[src/rtl/mclw_pkg.sv]
// Package for the multi-channel link watchdog.
// Default sizes, request mode and result codes, output register type.
// No dependencies.
`default_nettype none

package mclw_pkg;

  localparam int DefChannels   = 16;
  localparam int DefCountWidth = 16;

  localparam int ChanWidth = 4;
  localparam int ThrWidth  = 16;
  localparam int MaskWidth = 16;

  typedef enum logic [1:0] {
    MODE_TICK,
    MODE_FEED,
    MODE_REGISTER,
    MODE_REMOVE
  } mode_e;

  typedef enum logic [2:0] {
    RES_OK,
    RES_NOT_IN_USE,
    RES_DISCONNECTED,
    RES_ONLINE,
    RES_TICK_DONE
  } result_e;

  typedef struct packed {
    result_e              res;
    logic [ChanWidth-1:0] chan;
    logic                 last;
  } out_t;

endpackage

`default_nettype wire

[src/rtl/multi_channel_link_watchdog.sv]
// Multi-channel link watchdog: channel table, tick sweep and event sequencer.
// Depends on mclw_pkg.
//
// channel  dir  payload
// s_axis   in   tuser: mode[1:0]; tdata: channel[3:0], threshold_ms[19:4]
// m_axis   out  tuser: event_res[2:0]; tdata: event_channel[3:0],
//                offline_mask[19:4]; tlast: last
// cfg      in   cfg_wdata_i: tick_period_ms
//
// Feed, register and remove: result loaded as the request is taken.
// Tick: one shared saturating add and compare visits one channel per cycle,
// then a scan emits events, one channel per cycle unless the output stalls.
// Reset clears the in-use and fired marks; the count memories need no clearing.
// s_axis_tready is low while a tick is in progress or a result is stalled.
`default_nettype none

module multi_channel_link_watchdog
  import mclw_pkg::*;
#(
  parameter int CHANNELS    = DefChannels,
  parameter int COUNT_WIDTH = DefCountWidth
) (
  input  wire logic        clk_i,
  input  wire logic        rst_ni,
  input  wire logic        cfg_we_i,
  input  wire logic [7:0]  cfg_wdata_i,
  input  wire logic        s_axis_tvalid,
  output logic             s_axis_tready,
  input  wire logic [23:0] s_axis_tdata,  // channel, threshold_ms, zero pad
  input  wire logic [1:0]  s_axis_tuser,  // mode
  output logic             m_axis_tvalid,
  input  wire logic        m_axis_tready,
  output logic [23:0]      m_axis_tdata,  // event_channel, offline_mask, zero pad
  output logic [2:0]       m_axis_tuser,  // event_res
  output logic             m_axis_tlast
);

  localparam int IW  = (CHANNELS > 1) ? $clog2(CHANNELS) : 1;
  localparam int NW  = $clog2(CHANNELS + 1);
  localparam int TW  = (COUNT_WIDTH > ThrWidth) ? COUNT_WIDTH : ThrWidth;
  localparam int MW  = (CHANNELS > MaskWidth) ? CHANNELS : MaskWidth;
  localparam logic [TW-1:0] CountMax = TW'((64'd1 << COUNT_WIDTH) - 64'd1);

  typedef enum logic [1:0] {
    ST_IDLE,
    ST_SWEEP,
    ST_EMIT
  } state_e;

  state_e                 state_q, state_d;
  logic [7:0]             period_q, period_d;
  logic [CHANNELS-1:0]    in_use_q, in_use_d;
  logic [CHANNELS-1:0]    fired_q, fired_d;
  logic [CHANNELS-1:0]    new_fire_q, new_fire_d;
  logic [NW-1:0]          idx_q, idx_d;
  logic                   stage_vld_q, stage_vld_d;
  logic [IW-1:0]          stage_idx_q, stage_idx_d;
  logic                   out_vld_q, out_vld_d;
  out_t                   out_q, out_d;

  logic [COUNT_WIDTH-1:0] elapsed_mem [CHANNELS];
  logic [COUNT_WIDTH-1:0] timeout_mem [CHANNELS];
  logic [COUNT_WIDTH-1:0] elapsed_rd_q, timeout_rd_q;
  logic [IW-1:0]          rd_addr;

  logic                   el_we, to_we;
  logic [IW-1:0]          el_addr, to_addr;
  logic [COUNT_WIDTH-1:0] el_wdata, to_wdata;

  mode_e                  mode;
  logic [ChanWidth-1:0]   chan_in;
  logic [ThrWidth-1:0]    thr_in;
  logic [IW-1:0]          ch_idx;
  logic                   ch_ok;
  logic [TW-1:0]          thr_ext;
  logic [COUNT_WIDTH-1:0] thr_sat;
  logic [COUNT_WIDTH:0]   sum;
  logic [COUNT_WIDTH-1:0] sum_sat;
  logic                   in_acc, out_free;
  logic [MW-1:0]          fired_ext;

  assign mode    = mode_e'(s_axis_tuser);
  assign chan_in = s_axis_tdata[ChanWidth-1:0];
  assign thr_in  = s_axis_tdata[ChanWidth+ThrWidth-1:ChanWidth];
  assign ch_idx  = IW'(chan_in);
  assign ch_ok   = 32'(chan_in) < CHANNELS;
  assign thr_ext = TW'(thr_in);
  assign thr_sat = (thr_ext > CountMax) ? CountMax[COUNT_WIDTH-1:0]
                                        : thr_ext[COUNT_WIDTH-1:0];
  assign sum     = {1'b0, elapsed_rd_q} + (COUNT_WIDTH+1)'(period_q);
  assign sum_sat = sum[COUNT_WIDTH] ? {COUNT_WIDTH{1'b1}} : sum[COUNT_WIDTH-1:0];

  assign out_free      = !out_vld_q || m_axis_tready;
  assign s_axis_tready = (state_q == ST_IDLE) && out_free;
  assign in_acc        = s_axis_tvalid && s_axis_tready;
  assign rd_addr       = idx_q[IW-1:0];

  assign fired_ext     = MW'(fired_q);
  assign m_axis_tvalid = out_vld_q;
  assign m_axis_tuser  = out_q.res;
  assign m_axis_tlast  = out_q.last;
  assign m_axis_tdata  = {4'b0, fired_ext[MaskWidth-1:0], out_q.chan};

  always_comb begin
    state_d     = state_q;
    period_d    = cfg_we_i ? cfg_wdata_i : period_q;
    in_use_d    = in_use_q;
    fired_d     = fired_q;
    new_fire_d  = new_fire_q;
    idx_d       = idx_q;
    stage_vld_d = 1'b0;
    stage_idx_d = stage_idx_q;
    out_vld_d   = out_vld_q && !m_axis_tready;
    out_d       = out_q;
    el_we       = 1'b0;
    el_addr     = ch_idx;
    el_wdata    = '0;
    to_we       = 1'b0;
    to_addr     = ch_idx;
    to_wdata    = thr_sat;

    case (state_q)
      ST_IDLE: begin
        if (in_acc) begin
          out_d.chan = chan_in;
          out_d.last = 1'b1;
          out_d.res  = RES_NOT_IN_USE;
          if (mode == MODE_TICK) begin
            state_d    = ST_SWEEP;
            idx_d      = '0;
            new_fire_d = '0;
          end else begin
            out_vld_d = 1'b1;
            if (ch_ok) begin
              case (mode)
                MODE_FEED: begin
                  if (in_use_q[ch_idx]) begin
                    fired_d[ch_idx] = 1'b0;
                    el_we           = 1'b1;
                    out_d.res       = RES_ONLINE;
                  end
                end
                MODE_REGISTER: begin
                  in_use_d[ch_idx] = 1'b1;
                  fired_d[ch_idx]  = 1'b0;
                  el_we            = 1'b1;
                  to_we            = 1'b1;
                  out_d.res        = RES_OK;
                end
                MODE_REMOVE: begin
                  if (in_use_q[ch_idx]) begin
                    in_use_d[ch_idx] = 1'b0;
                    fired_d[ch_idx]  = 1'b0;
                    out_d.res        = RES_OK;
                  end
                end
                default: ;
              endcase
            end
          end
        end
      end
      ST_SWEEP: begin
        if (32'(idx_q) < CHANNELS) begin
          stage_vld_d = 1'b1;
          stage_idx_d = idx_q[IW-1:0];
          idx_d       = idx_q + 1'b1;
        end else if (!stage_vld_q) begin
          state_d = ST_EMIT;
          idx_d   = '0;
        end
        if (stage_vld_q && in_use_q[stage_idx_q]) begin
          el_we    = 1'b1;
          el_addr  = stage_idx_q;
          el_wdata = sum_sat;
          if (sum_sat >= timeout_rd_q && !fired_q[stage_idx_q]) begin
            fired_d[stage_idx_q]    = 1'b1;
            new_fire_d[stage_idx_q] = 1'b1;
          end
        end
      end
      ST_EMIT: begin
        if (32'(idx_q) >= CHANNELS) begin
          if (out_free) begin
            out_vld_d  = 1'b1;
            out_d.res  = RES_TICK_DONE;
            out_d.chan = '0;
            out_d.last = 1'b1;
            new_fire_d = '0;
            state_d    = ST_IDLE;
          end
        end else if (new_fire_q[idx_q[IW-1:0]]) begin
          if (out_free) begin
            out_vld_d  = 1'b1;
            out_d.res  = RES_DISCONNECTED;
            out_d.chan = ChanWidth'(idx_q);
            out_d.last = 1'b0;
            idx_d      = idx_q + 1'b1;
          end
        end else begin
          idx_d = idx_q + 1'b1;
        end
      end
      default: state_d = ST_IDLE;
    endcase
  end

  always_ff @(posedge clk_i or negedge rst_ni) begin
    if (!rst_ni) begin
      state_q     <= ST_IDLE;
      period_q    <= 8'd1;
      in_use_q    <= '0;
      fired_q     <= '0;
      new_fire_q  <= '0;
      idx_q       <= '0;
      stage_vld_q <= 1'b0;
      out_vld_q   <= 1'b0;
    end else begin
      state_q     <= state_d;
      period_q    <= period_d;
      in_use_q    <= in_use_d;
      fired_q     <= fired_d;
      new_fire_q  <= new_fire_d;
      idx_q       <= idx_d;
      stage_vld_q <= stage_vld_d;
      out_vld_q   <= out_vld_d;
    end
  end

  always_ff @(posedge clk_i) begin
    stage_idx_q <= stage_idx_d;
    out_q       <= out_d;
  end

  always_ff @(posedge clk_i) begin
    if (el_we) begin
      elapsed_mem[el_addr] <= el_wdata;
    end
    elapsed_rd_q <= elapsed_mem[rd_addr];
  end

  always_ff @(posedge clk_i) begin
    if (to_we) begin
      timeout_mem[to_addr] <= to_wdata;
    end
    timeout_rd_q <= timeout_mem[rd_addr];
  end

  // checks
  a_new_fire_subset: assert property (@(posedge clk_i) disable iff (!rst_ni)
    (new_fire_q & ~fired_q) == '0)
    else $error("new-fire mark without fired mark");

  a_fired_in_use: assert property (@(posedge clk_i) disable iff (!rst_ni)
    (fired_q & ~in_use_q) == '0)
    else $error("fired mark on unused channel");

  a_no_overwrite: assert property (@(posedge clk_i) disable iff (!rst_ni)
    in_acc |-> (!out_vld_q || m_axis_tready))
    else $error("request taken while result stalled");

  a_tick_done_form: assert property (@(posedge clk_i) disable iff (!rst_ni)
    (m_axis_tvalid && out_q.res == RES_TICK_DONE) |-> (m_axis_tlast && out_q.chan == '0))
    else $error("malformed tick-done result");

  a_disc_not_last: assert property (@(posedge clk_i) disable iff (!rst_ni)
    (m_axis_tvalid && out_q.res == RES_DISCONNECTED) |-> (!m_axis_tlast && state_q == ST_EMIT))
    else $error("disconnect result outside event scan");

endmodule

`default_nettype wire
[config.mk]
export PLATFORM = sky130hd
export DESIGN_NAME = multi_channel_link_watchdog
export DESIGN_NICKNAME = d
export VERILOG_FILES = /design/src/rtl/mclw_pkg.sv /design/src/rtl/multi_channel_link_watchdog.sv
export SDC_FILE = /design/constraint.sdc
export NUM_CORES = 1
export LEC_CHECK = 0
export BUFFER_PORTS_ARGS = -buffer_cell sky130_fd_sc_hd__buf_2
export CORE_UTILIZATION = 56
export CTS_CLUSTER_DIAMETER = 30
export CTS_CLUSTER_SIZE = 25
export DETAILED_ROUTE_END_ITERATION = 8
export GPL_TIMING_DRIVEN = 0
export MAX_ROUTING_LAYER = met4
export PLACE_DENSITY = 0.76
export SLEW_MARGIN = 20
export SYNTH_ARGS = -nofsm -noshare
export SYNTH_HDL_FRONTEND = slang
export SYNTH_SLANG_ARGS = --single-unit
[constraint.sdc]
create_clock -name clk_i -period 4.1 [get_ports clk_i]
set_input_delay 0.41 -clock clk_i [delete_from_list [all_inputs] [get_ports clk_i]]
set_output_delay 0.41 -clock clk_i [all_outputs]
set_load 0.005 [all_outputs]
==> flow_results.xml <==
<?xml version="1.0" encoding="UTF-8"?>
<metrics>
  <group name="route">
    <metric name="routedWlPerCell" unit="µm">27.8</metric>
    <metric name="drt_pre_antenna_iters" unit="">6</metric>
    <metric name="detail_route.drc_violations" unit="">0</metric>
    <metric name="topRoutingLayerUsed" unit="">met4</metric>
    <metric name="antenna_left" unit="">0</metric>
    <metric name="routed_wirelength" unit="mm">70.0</metric>
    <metric name="detailroute.via_count" unit="">16300</metric>
    <metric name="vias_per_cell" unit="">6.45</metric>
    <metric name="routed_wl_met2" unit="mm">33.6</metric>
    <metric name="detail_route.wirelength.met1" unit="mm">26.6</metric>
    <metric name="drt_iter0_markers" unit="">1917</metric>
    <metric name="wl_met3" unit="mm">7.48</metric>
  </group>
  <group name="worst_setup_path">
    <metric name="required" unit="ns">4.66</metric>
    <metric name="crit_path_max_fanout" unit="">10</metric>
    <metric name="critPathLaunchType" unit="">register</metric>
    <metric name="criticalPathCategory" unit="">register to register</metric>
    <metric name="crit_path_end_kind" unit="">register</metric>
    <metric name="cp.arrival" unit="ns">4.57</metric>
  </group>
  <group name="sta">
    <metric name="finalSetupViolations" unit="">0</metric>
    <metric name="final.setup_skew" unit="ns">0.0235</metric>
    <metric name="max_freq" unit="MHz">249</metric>
    <metric name="worst_hold_slack" unit="ns">0.0226</metric>
    <metric name="report.final.slew_viol_count" unit="">0</metric>
    <metric name="final-hold-violation-count" unit="">0</metric>
    <metric name="worst_slew_pin_slew" unit="ns">1.17</metric>
    <metric name="min_period_over_period" unit="%">97.9</metric>
    <metric name="minimum_period_implied_by_the_final_worst_setup_slack" unit="ns">4.02</metric>
    <metric name="slew_headroom" unit="%">22.1</metric>
  </group>
  <group name="synthesis">
    <metric name="synth.yosys.seq_area_share" unit="%">70.2</metric>
    <metric name="synthCells" unit="">1615</metric>
    <metric name="synth.most_common_cell" unit="">sky130_fd_sc_hd__edfxtp_1</metric>
    <metric name="synth_warnings" unit="">0</metric>
    <metric name="synth.distinct_cells" unit="">60</metric>
    <metric name="synthesis.area_per_instance" unit="µm²">15.9</metric>
    <metric name="synthMuxAreaShare" unit="%">12.8</metric>
    <metric name="netlist.area_leader.share" unit="%">61.3</metric>
    <metric name="post_synth_fa_ha_maj_area_fraction" unit="%">1.83</metric>
    <metric name="ys_async_sr_fraction" unit="%">10.5</metric>
    <metric name="synth_edf_count" unit="">524</metric>
    <metric name="synth-compound-area-share" unit="%">7.89</metric>
    <metric name="synthSimpleGateAreaFrac" unit="%">4.91</metric>
    <metric name="synth_top_flop_cell" unit="">sky130_fd_sc_hd__edfxtp_1</metric>
    <metric name="synth_top_family_by_area" unit="">multiplexers</metric>
    <metric name="synth_area_leader_cell" unit="">sky130_fd_sc_hd__edfxtp_1</metric>
    <metric name="synth.top_cells.by_area" unit="">sky130_fd_sc_hd__edfxtp_1 (61%), sky130_fd_sc_hd__mux4_2 (6.9%), sky130_fd_sc_hd__dfrtp_1 (6.2%), sky130_fd_sc_hd__mux2i_1 (4.3%), sky130_fd_sc_hd__dfxtp_1 (2.5%)</metric>
    <metric name="xor_and_xnor_fraction_of_the_mapped_netlist_area" unit="%">0.239</metric>
    <metric name="yosys-top-cells-count" unit="">sky130_fd_sc_hd__edfxtp_1 (524), sky130_fd_sc_hd__nand2_1 (116), sky130_fd_sc_hd__mux2i_1 (109), sky130_fd_sc_hd__o21ai_0 (108), sky130_fd_sc_hd__mux4_2 (79)</metric>
    <metric name="ys_seq_elements" unit="">621</metric>
    <metric name="syn-cell-area" unit="µm²">25700</metric>
  </group>
  <group name="global_route">
    <metric name="grt_usage" unit="%">31.1</metric>
    <metric name="vias_in_the_first_global_route" unit="">16300</metric>
    <metric name="grt_antenna_before_repair" unit="">1</metric>
    <metric name="first_pass_grt_wire_length" unit="mm">102</metric>
    <metric name="grt_overflow" unit="">0</metric>
    <metric name="grt_max_degree" unit="">57</metric>
  </group>
  <group name="finish">
    <metric name="drive_gt1_share" unit="%">26.4</metric>
    <metric name="flow.area_growth_from_synthesis" unit="%">22.3</metric>
    <metric name="finish.instance_area" unit="µm²">31400</metric>
    <metric name="filler_cell_count" unit="">2798</metric>
    <metric name="finalNetCount" unit="">1899</metric>
  </group>
  <group name="clocking">
    <metric name="ctsRootBufferMaster" unit="">sky130_fd_sc_hd__clkbuf_16</metric>
    <metric name="clkSlewWorstSetupHoldPaths" unit="ns">0.05</metric>
    <metric name="tritoncts_num_sinks" unit="">621</metric>
    <metric name="cts_tree" unit="">built</metric>
    <metric name="clock_insertion_delay_worst_skew" unit="ns">0.65</metric>
    <metric name="cts-buffers-inserted" unit="">108</metric>
    <metric name="ctsHtreeMaxLevel" unit="">3</metric>
    <metric name="max-clock-path-buffers" unit="">3</metric>
  </group>
  <group name="die">
    <metric name="floorplan.initialDensity" unit="%">56.7</metric>
    <metric name="die_area" unit="µm²">46700</metric>
    <metric name="io-pin-count" unit="">69</metric>
    <metric name="fp.dieW" unit="µm">216</metric>
    <metric name="chipHeight" unit="µm">216</metric>
    <metric name="area_inside_the_core_boundary" unit="µm²">45300</metric>
    <metric name="core.rowCount" unit="">78</metric>
  </group>
  <group name="placed_design">
    <metric name="gp_congestion" unit="">0.950</metric>
    <metric name="hpwl" unit="mm">43.1</metric>
    <metric name="port_buffers" unit="">56</metric>
    <metric name="dpl-instance-area" unit="µm²">27200</metric>
  </group>
  <group name="pwr">
    <metric name="switching_power_total" unit="mW">5.74</metric>
    <metric name="cell_internal_pwr" unit="mW">14.6</metric>
    <metric name="pwr-share-comb" unit="%">19.3</metric>
    <metric name="sequentialPowerShare" unit="%">36.0</metric>
    <metric name="cellPowerDensity" unit="nW/µm²">648</metric>
    <metric name="clkPwrFrac" unit="%">44.7</metric>
    <metric name="total_leakage_power" unit="nW">11.1</metric>
    <metric name="ir_drop" unit="mV">0.621</metric>
    <metric name="power.share.switching" unit="%">28.2</metric>
  </group>
  <group name="status">
    <metric name="outcome" unit="">finished, final reports clean</metric>
  </group>
  <group name="run">
    <metric name="drv.max_cap_violation_count" unit="">0</metric>
  </group>
  <group name="hold_path">
    <metric name="worst_hold_path_type" unit="">primary input to register</metric>
  </group>
</metrics>
## layout by cell type, fill, tap and decap left out, types with 13 or more instances in the layout
| cell type | count |
|---|---|
| sky130_fd_sc_hd__mux2_2 | 36 |
| sky130_fd_sc_hd__clkinv_2 | 16 |
| sky130_fd_sc_hd__mux4_2 | 79 |
| sky130_fd_sc_hd__nor2_2 | 13 |
| sky130_fd_sc_hd__nand2_1 | 111 |
| sky130_fd_sc_hd__mux2i_1 | 109 |
| sky130_fd_sc_hd__a31oi_1 | 19 |
| sky130_fd_sc_hd__a21oi_1 | 56 |
| sky130_fd_sc_hd__inv_6 | 16 |
| sky130_fd_sc_hd__o21ai_0 | 102 |
| sky130_fd_sc_hd__clkbuf_16 | 112 |
| sky130_fd_sc_hd__dfrtp_1 | 63 |
| sky130_fd_sc_hd__inv_1 | 32 |
| sky130_fd_sc_hd__edfxtp_1 | 524 |
| sky130_fd_sc_hd__a221oi_1 | 32 |
| sky130_fd_sc_hd__and2_1 | 13 |
| sky130_fd_sc_hd__dfxtp_1 | 32 |
| sky130_fd_sc_hd__a22oi_1 | 33 |
| sky130_fd_sc_hd__buf_4 | 19 |
| sky130_fd_sc_hd__nor2_4 | 13 |
| sky130_fd_sc_hd__nor2b_1 | 13 |
| sky130_fd_sc_hd__clkbuf_1 | 66 |
| sky130_fd_sc_hd__nor2_1 | 41 |
| sky130_fd_sc_hd__buf_2 | 75 |
| sky130_fd_sc_hd__ha_1 | 32 |
| sky130_fd_sc_hd__nand3_1 | 22 |
## cell type report
| type | count | area [µm²] | share of cell area [%] |
|---|---|---|---|
| flip-flops and latches | 621 | 18000 | 57.4 |
| multi-input cells | 869 | 7560 | 24.1 |
| clock buffers | 131 | 2910 | 9.28 |
| clock inverters | 75 | 835 | 2.66 |
| repair buffers | 97 | 762 | 2.43 |
| well taps | 600 | 751 | 2.39 |
| plain buffers | 93 | 445 | 1.42 |
| inverters | 33 | 124 | 0.395 |
| diodes | 1 | 2.50 | 0.00797 |
## kinds of logic after synthesis
kind of cell | Yosys count
flip-flops | 621
AO/OA/AOI/OAI | 317
AND/OR/NAND/NOR | 279
multiplexers | 225
buffers and inverters | 128
adder cells (fa/ha/maj) | 37
XOR/XNOR | 7
other | 1
## final timing paths
check / slack (ns) / end / cells past startpoint / startpoint
max reg2reg: 0.08 / new_fire_q[6] / 16 / period_q[0]
max in group asynchronous: 3.37 / period_q[0] / 3 / rst_ni
max: 0.08 / new_fire_q[6] / 16 / period_q[0]
min in group asynchronous: 0.14 / m_axis_tvalid / 2 / rst_ni
min: 0.02 / period_q[4] / 2 / cfg_wdata_i[4]
min reg2reg: 0.47 / new_fire_q[13] / 2 / new_fire_q[13]
## worst max-delay path, cell delays in order, from the launching register on
cell	delay, ns
sky130_fd_sc_hd__dfstp_2	0.38
sky130_fd_sc_hd__ha_4	0.17
sky130_fd_sc_hd__fa_2	0.37
sky130_fd_sc_hd__a21oi_4	0.22
sky130_fd_sc_hd__o22ai_4	0.10
sky130_fd_sc_hd__o41ai_4	0.29
sky130_fd_sc_hd__nand2b_4	0.28
sky130_fd_sc_hd__nand2_2	0.07
sky130_fd_sc_hd__mux2_4	0.28
sky130_fd_sc_hd__ha_4	0.27
sky130_fd_sc_hd__nand4_1	0.16
sky130_fd_sc_hd__o41ai_4	0.32
sky130_fd_sc_hd__buf_4	0.20
sky130_fd_sc_hd__nand2_1	0.05
sky130_fd_sc_hd__or3_4	0.45
sky130_fd_sc_hd__buf_12	0.19
sky130_fd_sc_hd__o21ai_2	0.11
## stage by stage
| stage | setup WS (ns) | power, mW | setup TNS (ns) | util (%) | cells |
|---|---|---|---|---|---|
| 4_1_cts | -0.0967 | 20.1 | -1.01 | 68.9 | 2514 |
| 3_5_place_dp | -1.56 | 10.9 | -44.21 | 60.0 | 2292 |
| 5_1_grt | -0.0354 | 20.9 | -0.251 | 69.3 | 2520 |
| 6_report | 0.0848 | 20.3 | 0 | 69.3 | 2520 |
| 3_3_place_gp | -1.30 | 10.8 | -132.68 | 59.0 | 2274 |
| 2_1_floorplan | 0.000500 | 9.78 | 0 | - | 1618 |
## metal layers
| layer | track usage, % | vias up |
|---|---|---|
| li1 | - | 6773 |
| met1 | 40.6 | 8231 |
| met5 | - | - |
| met4 | 11.1 | 0 |
| met3 | 7.59 | 179 |
| met2 | 47.7 | 1076 |
## repair_timing
item,4_1_cts,5_1_grt
pin swaps,9,12
setup buffers,8,5
cloned,0,1
endpoints found under the setup margin,32,32
hold buffers,8,0
gates resized for setup,30,25
hold endpoints to repair,71,0
## sequential cells by signal, indices dropped and copies added (netlist names), named ones only
| name | count |
|---|---|
| timeout_rd_q | 16 |
| m_axis_tvalid | 1 |
| elapsed_rd_q | 16 |
| stage_idx_q | 4 |
| new_fire_q | 16 |
| elapsed_mem | 256 |
| state_q | 2 |
| stage_vld_q | 1 |
| fired_ext | 16 |
| idx_q | 5 |
| timeout_mem | 256 |
| period_q | 8 |
| m_axis_tdata | 4 |
| m_axis_tlast | 1 |
| m_axis_tuser | 3 |
## power groups by stage
| stage | Clock, mW | Combinational (mW) | Sequential (mW) |
|---|---|---|---|
| 6_report | 9.09 | 3.92 | 7.33 |
| 5_1_grt | 9.42 | 4.13 | 7.34 |
| 4_1_cts | 9.10 | 3.67 | 7.32 |
| 3_5_place_dp | 0 | 3.49 | 7.44 |
| 3_3_place_gp | 0 | 3.36 | 7.42 |
| 2_1_floorplan | 0 | 2.39 | 7.38 |
Note: power is estimated with default switching activity, not from simulation.
